`src/hw/rtl/lrukv_pkg.sv`:
```
// ----------------------------------------------------------------------------
// lrukv_pkg: shared types and constants for the LRU key/value table
// Table geometry, field widths, command codes, controller states and the
// command bundle passed from the controller to the datapath.
// ----------------------------------------------------------------------------
package lrukv_pkg;

   // Table geometry
   localparam int ENTRIES    = 16;
   localparam int IDX_W      = (ENTRIES > 1) ? $clog2(ENTRIES) : 1;
   localparam int GROUP_SIZE = 4;
   localparam int GROUPS     = (ENTRIES + GROUP_SIZE - 1) / GROUP_SIZE;

   // Field widths
   localparam int CMD_W   = 2;
   localparam int KEY_W   = 64;
   localparam int SID_W   = 8;
   localparam int SLOT_W  = 4;
   localparam int STAMP_W = 48;

   // Request operations; the fourth code is unused and changes nothing
   typedef enum logic [CMD_W-1:0] {
      CMD_LOOKUP = 2'd0,
      CMD_INSERT = 2'd1,
      CMD_REMOVE = 2'd2
   } cmd_type;

   // Controller states
   typedef enum logic [1:0] {
      ST_IDLE   = 2'd0,
      ST_SEARCH = 2'd1,
      ST_UPDATE = 2'd2
   } state_type;

   // Controller to datapath commands
   typedef struct packed {
      logic load_req;    // capture a new request item
      logic load_search; // register match vectors and per-group minimum stamps
      logic commit;      // update the table and load the result register
   } dp_cmd_type;

endpackage

```
`src/hw/rtl/lrukv_ctrl.sv`:
```
// ----------------------------------------------------------------------------
// lrukv_ctrl: request sequencer for the LRU key/value table
// Steps each item through search and update, and owns the result valid flag.
// ----------------------------------------------------------------------------
module lrukv_ctrl (
   input  logic                  clock,
   input  logic                  reset,
   input  logic                  req_valid,
   output logic                  req_ready,
   output logic                  rsp_valid,
   input  logic                  rsp_ready,
   output lrukv_pkg::dp_cmd_type dp_cmd
);

   lrukv_pkg::state_type state_ff, state_in;
   logic                 rsp_valid_ff, rsp_valid_in;
   logic                 can_commit;

   // result slot is free or being emptied this cycle
   assign can_commit = !rsp_valid_ff || rsp_ready;

   // next state
   always_comb begin
      state_in = state_ff;
      case (state_ff)
         lrukv_pkg::ST_IDLE: begin
            if (req_valid) state_in = lrukv_pkg::ST_SEARCH;
         end
         lrukv_pkg::ST_SEARCH: begin
            state_in = lrukv_pkg::ST_UPDATE;
         end
         lrukv_pkg::ST_UPDATE: begin
            if (can_commit) begin
               state_in = req_valid ? lrukv_pkg::ST_SEARCH : lrukv_pkg::ST_IDLE;
            end
         end
         default: state_in = lrukv_pkg::ST_IDLE;
      endcase
   end

   // outputs
   always_comb begin
      req_ready          = 1'b0;
      dp_cmd.load_search = 1'b0;
      dp_cmd.commit      = 1'b0;
      case (state_ff)
         lrukv_pkg::ST_IDLE: begin
            req_ready = 1'b1;
         end
         lrukv_pkg::ST_SEARCH: begin
            dp_cmd.load_search = 1'b1;
         end
         lrukv_pkg::ST_UPDATE: begin
            req_ready     = can_commit;
            dp_cmd.commit = can_commit;
         end
         default: begin
            req_ready = 1'b0;
         end
      endcase
      dp_cmd.load_req = req_valid && req_ready;
   end

   // result valid flag
   always_comb begin
      if (dp_cmd.commit) begin
         rsp_valid_in = 1'b1;
      end else if (rsp_ready) begin
         rsp_valid_in = 1'b0;
      end else begin
         rsp_valid_in = rsp_valid_ff;
      end
   end

   always_ff @(posedge clock) begin
      if (reset) begin
         state_ff     <= lrukv_pkg::ST_IDLE;
         rsp_valid_ff <= 1'b0;
      end else begin
         state_ff     <= state_in;
         rsp_valid_ff <= rsp_valid_in;
      end
   end

   assign rsp_valid = rsp_valid_ff;

endmodule

```
`src/hw/rtl/lrukv_dp.sv`:
```
// ----------------------------------------------------------------------------
// lrukv_dp: slot storage, key match, victim search and result register
// Search registers the match/free vectors and per-group oldest slots; update
// picks the final slot, writes the table and loads the result.
// ----------------------------------------------------------------------------
module lrukv_dp (
   input  logic                           clock,
   input  logic                           reset,
   input  lrukv_pkg::dp_cmd_type          dp_cmd,
   input  logic [lrukv_pkg::CMD_W-1:0]    req_cmd,
   input  logic [lrukv_pkg::KEY_W-1:0]    req_key,
   input  logic [lrukv_pkg::SID_W-1:0]    req_server_id,
   output logic                           rsp_hit,
   output logic [lrukv_pkg::SID_W-1:0]    rsp_found_server,
   output logic [lrukv_pkg::SLOT_W-1:0]   rsp_slot
);

   localparam int N  = lrukv_pkg::ENTRIES;
   localparam int IW = lrukv_pkg::IDX_W;
   localparam int G  = lrukv_pkg::GROUPS;
   localparam int GS = lrukv_pkg::GROUP_SIZE;
   localparam int SW = lrukv_pkg::STAMP_W;

   // slot table
   logic [N-1:0]                      valid_ff;
   logic [lrukv_pkg::KEY_W-1:0]       key_ff    [N];
   logic [lrukv_pkg::SID_W-1:0]       server_ff [N];
   logic [SW-1:0]                     stamp_ff  [N];
   logic [SW-1:0]                     counter_ff;

   // request item
   lrukv_pkg::cmd_type                cmd_ff;
   logic [lrukv_pkg::KEY_W-1:0]       key_req_ff;
   logic [lrukv_pkg::SID_W-1:0]       sid_req_ff;

   // search stage
   logic [N-1:0]                      match_ff, match_in;
   logic [N-1:0]                      free_ff, free_in;
   logic [IW-1:0]                     grp_idx_ff   [G];
   logic [IW-1:0]                     grp_idx_in   [G];
   logic [SW-1:0]                     grp_stamp_ff [G];
   logic [SW-1:0]                     grp_stamp_in [G];

   // result register
   logic                              hit_ff, hit_in;
   logic [lrukv_pkg::SID_W-1:0]       found_ff, found_in;
   logic [lrukv_pkg::SLOT_W-1:0]      slot_ff, slot_in;

   // update stage decisions
   logic [IW-1:0]                     match_idx, free_idx, oldest_idx, victim_idx;
   logic [SW-1:0]                     oldest_stamp;
   logic                              any_match, any_free;
   logic [SW-1:0]                     stamp_next;
   logic                              wr_touch, wr_insert, wr_remove;
   logic [IW-1:0]                     wr_idx;

   // request capture
   always_ff @(posedge clock) begin
      if (dp_cmd.load_req) begin
         cmd_ff     <= lrukv_pkg::cmd_type'(req_cmd);
         key_req_ff <= req_key;
         sid_req_ff <= req_server_id;
      end
   end

   // key compare and free slots, all slots in parallel
   always_comb begin
      for (int i = 0; i < N; i++) begin
         match_in[i] = valid_ff[i] && (key_ff[i] == key_req_ff);
         free_in[i]  = !valid_ff[i];
      end
   end

   // oldest slot within each group, lowest index wins a tie
   always_comb begin
      for (int g = 0; g < G; g++) begin
         grp_idx_in[g]   = IW'(g * GS);
         grp_stamp_in[g] = stamp_ff[g * GS];
         for (int j = 1; j < GS; j++) begin
            if ((g * GS + j) < N) begin
               if (stamp_ff[g * GS + j] < grp_stamp_in[g]) begin
                  grp_idx_in[g]   = IW'(g * GS + j);
                  grp_stamp_in[g] = stamp_ff[g * GS + j];
               end
            end
         end
      end
   end

   always_ff @(posedge clock) begin
      if (dp_cmd.load_search) begin
         match_ff <= match_in;
         free_ff  <= free_in;
         for (int g = 0; g < G; g++) begin
            grp_idx_ff[g]   <= grp_idx_in[g];
            grp_stamp_ff[g] <= grp_stamp_in[g];
         end
      end
   end

   // lowest matching and lowest free slot
   always_comb begin
      match_idx = '0;
      free_idx  = '0;
      for (int i = N - 1; i >= 0; i--) begin
         if (match_ff[i]) match_idx = IW'(i);
         if (free_ff[i])  free_idx  = IW'(i);
      end
      any_match = |match_ff;
      any_free  = |free_ff;
   end

   // oldest over the group winners
   always_comb begin
      oldest_idx   = grp_idx_ff[0];
      oldest_stamp = grp_stamp_ff[0];
      for (int g = 1; g < G; g++) begin
         if (grp_stamp_ff[g] < oldest_stamp) begin
            oldest_idx   = grp_idx_ff[g];
            oldest_stamp = grp_stamp_ff[g];
         end
      end
   end

   assign victim_idx = any_free ? free_idx : oldest_idx;
   assign stamp_next = counter_ff + SW'(1);

   // decide the table write and the result item
   always_comb begin
      wr_touch  = 1'b0;
      wr_insert = 1'b0;
      wr_remove = 1'b0;
      wr_idx    = match_idx;
      hit_in    = 1'b0;
      found_in  = '0;
      slot_in   = '0;
      case (cmd_ff)
         lrukv_pkg::CMD_LOOKUP: begin
            if (any_match) begin
               wr_touch = 1'b1;
               hit_in   = 1'b1;
               found_in = server_ff[match_idx];
               slot_in  = lrukv_pkg::SLOT_W'(match_idx);
            end
         end
         lrukv_pkg::CMD_INSERT: begin
            wr_insert = 1'b1;
            wr_idx    = victim_idx;
            slot_in   = lrukv_pkg::SLOT_W'(victim_idx);
         end
         lrukv_pkg::CMD_REMOVE: begin
            if (any_match) begin
               wr_remove = 1'b1;
               hit_in    = 1'b1;
               slot_in   = lrukv_pkg::SLOT_W'(match_idx);
            end
         end
         default: begin
            hit_in = 1'b0;
         end
      endcase
   end

   // valid bits, stamps and use counter
   always_ff @(posedge clock) begin
      if (reset) begin
         valid_ff   <= '0;
         counter_ff <= '0;
         for (int i = 0; i < N; i++) begin
            stamp_ff[i] <= '0;
         end
      end else if (dp_cmd.commit) begin
         if (wr_touch || wr_insert) begin
            counter_ff       <= stamp_next;
            stamp_ff[wr_idx] <= stamp_next;
         end
         if (wr_insert) begin
            valid_ff[wr_idx] <= 1'b1;
         end
         if (wr_remove) begin
            valid_ff[wr_idx] <= 1'b0;
            stamp_ff[wr_idx] <= '0;
         end
      end
   end

   // key and server id payload
   always_ff @(posedge clock) begin
      if (dp_cmd.commit && wr_insert) begin
         key_ff[wr_idx]    <= key_req_ff;
         server_ff[wr_idx] <= sid_req_ff;
      end
   end

   // result register
   always_ff @(posedge clock) begin
      if (dp_cmd.commit) begin
         hit_ff   <= hit_in;
         found_ff <= found_in;
         slot_ff  <= slot_in;
      end
   end

   assign rsp_hit          = hit_ff;
   assign rsp_found_server = found_ff;
   assign rsp_slot         = slot_ff;

endmodule

```
`src/hw/rtl/lru_key_value_table_unit.sv`:
```
// ----------------------------------------------------------------------------
// lru_key_value_table_unit: fully associative key/value table with LRU refill
// Top level joining the request sequencer and the table datapath.
// ----------------------------------------------------------------------------
// Each request item (lookup, insert or remove) produces exactly one result
// item. The search step compares the key against every slot and registers
// the oldest stamp of each group of four slots; the update step finishes
// the oldest-slot pick, writes the table and loads the result register. With
// the result channel ready the next item is accepted in the same cycle the
// previous one commits, and a waiting result only holds the block once a
// second result is ready to go.
// Insert fills the lowest free slot, else the slot with the smallest stamp
// (lowest index on a tie); lookup and remove act on the lowest matching slot.
// ----------------------------------------------------------------------------
module lru_key_value_table_unit (
   input  logic                           clock,
   input  logic                           reset,
   input  logic                           req_valid,
   output logic                           req_ready,
   input  logic [lrukv_pkg::CMD_W-1:0]    req_cmd,
   input  logic [lrukv_pkg::KEY_W-1:0]    req_key,
   input  logic [lrukv_pkg::SID_W-1:0]    req_server_id,
   output logic                           rsp_valid,
   input  logic                           rsp_ready,
   output logic                           rsp_hit,
   output logic [lrukv_pkg::SID_W-1:0]    rsp_found_server,
   output logic [lrukv_pkg::SLOT_W-1:0]   rsp_slot
);

   lrukv_pkg::dp_cmd_type dp_cmd;

   lrukv_ctrl u_ctrl (
      .clock     (clock),
      .reset     (reset),
      .req_valid (req_valid),
      .req_ready (req_ready),
      .rsp_valid (rsp_valid),
      .rsp_ready (rsp_ready),
      .dp_cmd    (dp_cmd)
   );

   lrukv_dp u_dp (
      .clock            (clock),
      .reset            (reset),
      .dp_cmd           (dp_cmd),
      .req_cmd          (req_cmd),
      .req_key          (req_key),
      .req_server_id    (req_server_id),
      .rsp_hit          (rsp_hit),
      .rsp_found_server (rsp_found_server),
      .rsp_slot         (rsp_slot)
   );

endmodule
```
`config.mk`:
```
export PLATFORM = sky130hd
export DESIGN_NAME = lru_key_value_table_unit
export DESIGN_NICKNAME = d
export VERILOG_FILES = /design/src/hw/rtl/lrukv_pkg.sv /design/src/hw/rtl/lrukv_ctrl.sv /design/src/hw/rtl/lrukv_dp.sv /design/src/hw/rtl/lru_key_value_table_unit.sv
export SDC_FILE = /design/constraint.sdc
export NUM_CORES = 2
export LEC_CHECK = 0
export BUFFER_PORTS_ARGS = -buffer_cell sky130_fd_sc_hd__buf_2
export CAP_MARGIN = 20
export CORE_ASPECT_RATIO = 0.8
export CORE_MARGIN = 1
export CORE_UTILIZATION = 55
export DETAILED_ROUTE_END_ITERATION = 16
export PLACE_DENSITY = 0.71
export REMOVE_ABC_BUFFERS = 1
export SYNTH_ARGS = -nofsm -noshare
export SYNTH_HDL_FRONTEND = slang
export SYNTH_HIERARCHICAL = 1
export SYNTH_SLANG_ARGS = --single-unit
```
`constraint.sdc`:
```
create_clock -name clock -period 25.7 [get_ports clock]
set_input_delay 1.285 -clock clock [delete_from_list [all_inputs] [get_ports clock]]
set_output_delay 1.285 -clock clock [all_outputs]
set_load 0.1 [all_outputs]
```
==> results.json <==
{
  "outcome": "completed",
  "async_flop_share_pct": 0,
  "fin_crit_sh_pct": 48.44,
  "worst-setup-path-type": "reg2reg",
  "timing.hold.ws_ns": 0.5057,
  "die_h_um": 406.6,
  "critPathArrivalTime_ns": 12.89,
  "worst-path-buf-inv": 4,
  "grt_pass1_wl_mm": 482.4,
  "synth_top_flop_cell": "edfxtp_1",
  "final_antenna_net_count": 0,
  "p_per_area_nw_per_um2": 70.40,
  "synth_area_per_cell_um2": 12.48,
  "wl_per_cell_um": 28.17,
  "postCtsSetupBuffers": 0,
  "netlist_area_um2": 112600,
  "grt_use_total_pct": 32.29,
  "drt_iter0_drc": 10470,
  "hpwl_mm": 226.3,
  "nNetsFinal": 9910,
  "avgViaCountPerCell": 6.260,
  "finalSetupViolCount": 0,
  "path_delay_family": "compound AO/OA/AOI/OAI gates",
  "hold_path_class": "reg2reg",
  "overflow": 0,
  "worstPathMaxFanout": 96,
  "critPathCaptureType": "flip-flop",
  "rsz0062_at_grt": "no",
  "vias": 75190,
  "utilization_pct": 60.94,
  "gp_congestion": 0.9589,
  "power_w": 0.008723,
  "dpl.cell_count": 11600,
  "final_layout_size_suffix_gt1_share_pct": 8.466,
  "max_cap_violations": 0,
  "instances_no_fill": 12010,
  "worst_pin_slew_ns": 1.327,
  "seq_area_frac_synth_pct": 60.92,
  "clk-insertion-delay-late_ns": 0.91,
  "final.setup_skew_ns": 0.1049,
  "setup-tns-final_ns": 0,
  "yosysMostFrequentCell": "edfxtp_1",
  "synth_seq_cells": 2306,
  "path_clk_slew_ns": 0.06,
  "yosys.area.top_type": "edfxtp_1",
  "start_kind": "flip-flop",
  "fp.dieW_um": 507.8,
  "slew_viol_final": 0,
  "root_buffer": "clkbuf_16",
  "maxSlewHeadroom_pct": 11.54,
  "start_util_pct": 55.36,
  "synthCells": 9022,
  "htreeDepth": 4,
  "route.detailed.drc": 0,
  "fill_cells": 15600,
  "grt_pass1_vias": 71140,
  "dr.pass1.iters": 7,
  "worstPathRequired_ns": 26.14,
  "synth_top_area_share_pct": 59.73,
  "finalHoldViolations": 0,
  "grt_max_degree": 200,
  "synth-edff-count": 2239,
  "syn2layout_area_growth_pct": 10.09,
  "wirelength_mm": 338.4,
  "cts_buffers": 219,
  "vdd_drop_max_mv": 0.08013,
  "power.leakage_nw": 45.08,
  "row_count": 148,
  "synthTopCellsByArea": "edfxtp_1 (60%), ha_1 (7.8%), nor2_1 (3.7%), xnor2_1 (3.3%), xor2_1 (3.1%)",
  "fmax_mhz": 80.32,
  "yosysWarnings": 6,
  "hold_buffers": 0,
  "slowest_delay_ns": 0.90,
  "cpMaxStageDelayCell": "and2_4",
  "cts_max_path_buffers": 3,
  "clock-sinks": 2306,
  "antenna_found_initial": 12,
  "cts-resized-gates": 0,
  "tritoncts": "yes",
  "ioPinCount": 93,
  "ys_types": 84,
  "design.core.area_um2": 203300,
  "die_area_um2": 206500,
  "numPortBuffers": 92,
  "min_period_ns": 12.45,
  "ys_top_cells_by_count": "edfxtp_1 (2,239), nor2_1 (1,096), ha_1 (706)"
}
final timing paths:
| kind | start | endpoint | slack, ns | cells past startpoint |
|---|---|---|---|---|
| max | u_dp/grp_stamp_ff[1][19] | u_dp/stamp_ff[4][42] | 13.25 | 37 |
| min | u_dp/valid_ff[7] | u_dp/free_ff[7] | 0.51 | 1 |
| max reg2reg | u_dp/grp_stamp_ff[1][19] | u_dp/stamp_ff[4][42] | 13.25 | 37 |
| min reg2reg | u_dp/valid_ff[7] | u_dp/free_ff[7] | 0.51 | 1 |
layer usage:
| layer | share of wire (%) | track usage [%] | vias up |
|---|---|---|---|
| met5 | 0.0024 | 0 | - |
| met4 | 5.4 | 15.57 | 2 |
| met3 | 11 | 5.829 | 727 |
| met2 | 44 | 49.24 | 4229 |
| met1 | 40 | 44.86 | 37040 |
| li1 | - | - | 33190 |
layout by cell type, fill, tap and decap left out, types with 93 or more instances in the layout:
cell	count
edfxtp_1	2239
nor2_1	1094
ha_1	706
inv_1	617
xnor2_1	421
xor2_1	402
nand2_1	372
mux2i_1	334
a21oi_1	311
o21ai_0	309
nand4_1	281
clkbuf_16	221
buf_4	211
a21o_1	187
nor4_1	151
o22ai_1	100
buf_2	93
through the flow:
stage          cell area (um2)  setup WS [ns]
2_1_floorplan           110900          9.298
3_3_place_gp            116700          13.57
3_5_place_dp            116800          13.34
4_1_cts                 123900          13.31
5_1_grt                 123900          12.44
6_report                123900          13.25
where the power goes:
group | switching [W] | total, W | internal, W
Combinational | 0.000769 | 0.00118 | 0.000415
Sequential | 0.0000662 | 0.00430 | 0.00423
Clock | 0.00147 | 0.00324 | 0.00177
flip-flops by register name (all words and copies together) (netlist names), 16 cells and up:
signal	flops
u_dp/stamp_ff	768
u_dp/server_ff	128
u_dp/valid_ff	16
u_dp/counter_ff	48
u_dp/match_ff	16
u_dp/grp_stamp_ff	192
u_dp/key_ff	1024
u_dp/free_ff	16
u_dp/key_req_ff	64
area by class of cell:
type                            instances  area [um2]  area share (%)
Timing Repair Buffer                  312        2200           1.775
Tap cell                             2700        3378           2.726
Inverter                              640        2417           1.951
Clock buffer                          275        5783           4.667
Multi-Input combinational cell       5647       40220           32.46
Sequential cell                      2306       68580           55.34
Antenna cell                            4       10.01        0.008078
Clock inverter                        128        1333           1.075
cells by family after synthesis:
kind of cell / Yosys count / synth area share (%)
AO/OA/AOI/OAI: 1381 / 8.042
AND/OR/NAND/NOR: 2350 / 9.648
XOR/XNOR: 823 / 6.404
flip-flops: 2306 / 60.92
multiplexers: 387 / 3.504
adder cells (fa/ha/maj): 706 / 7.848
buffers and inverters: 1069 / 3.631
Note: power is estimated with default switching activity, not from simulation.
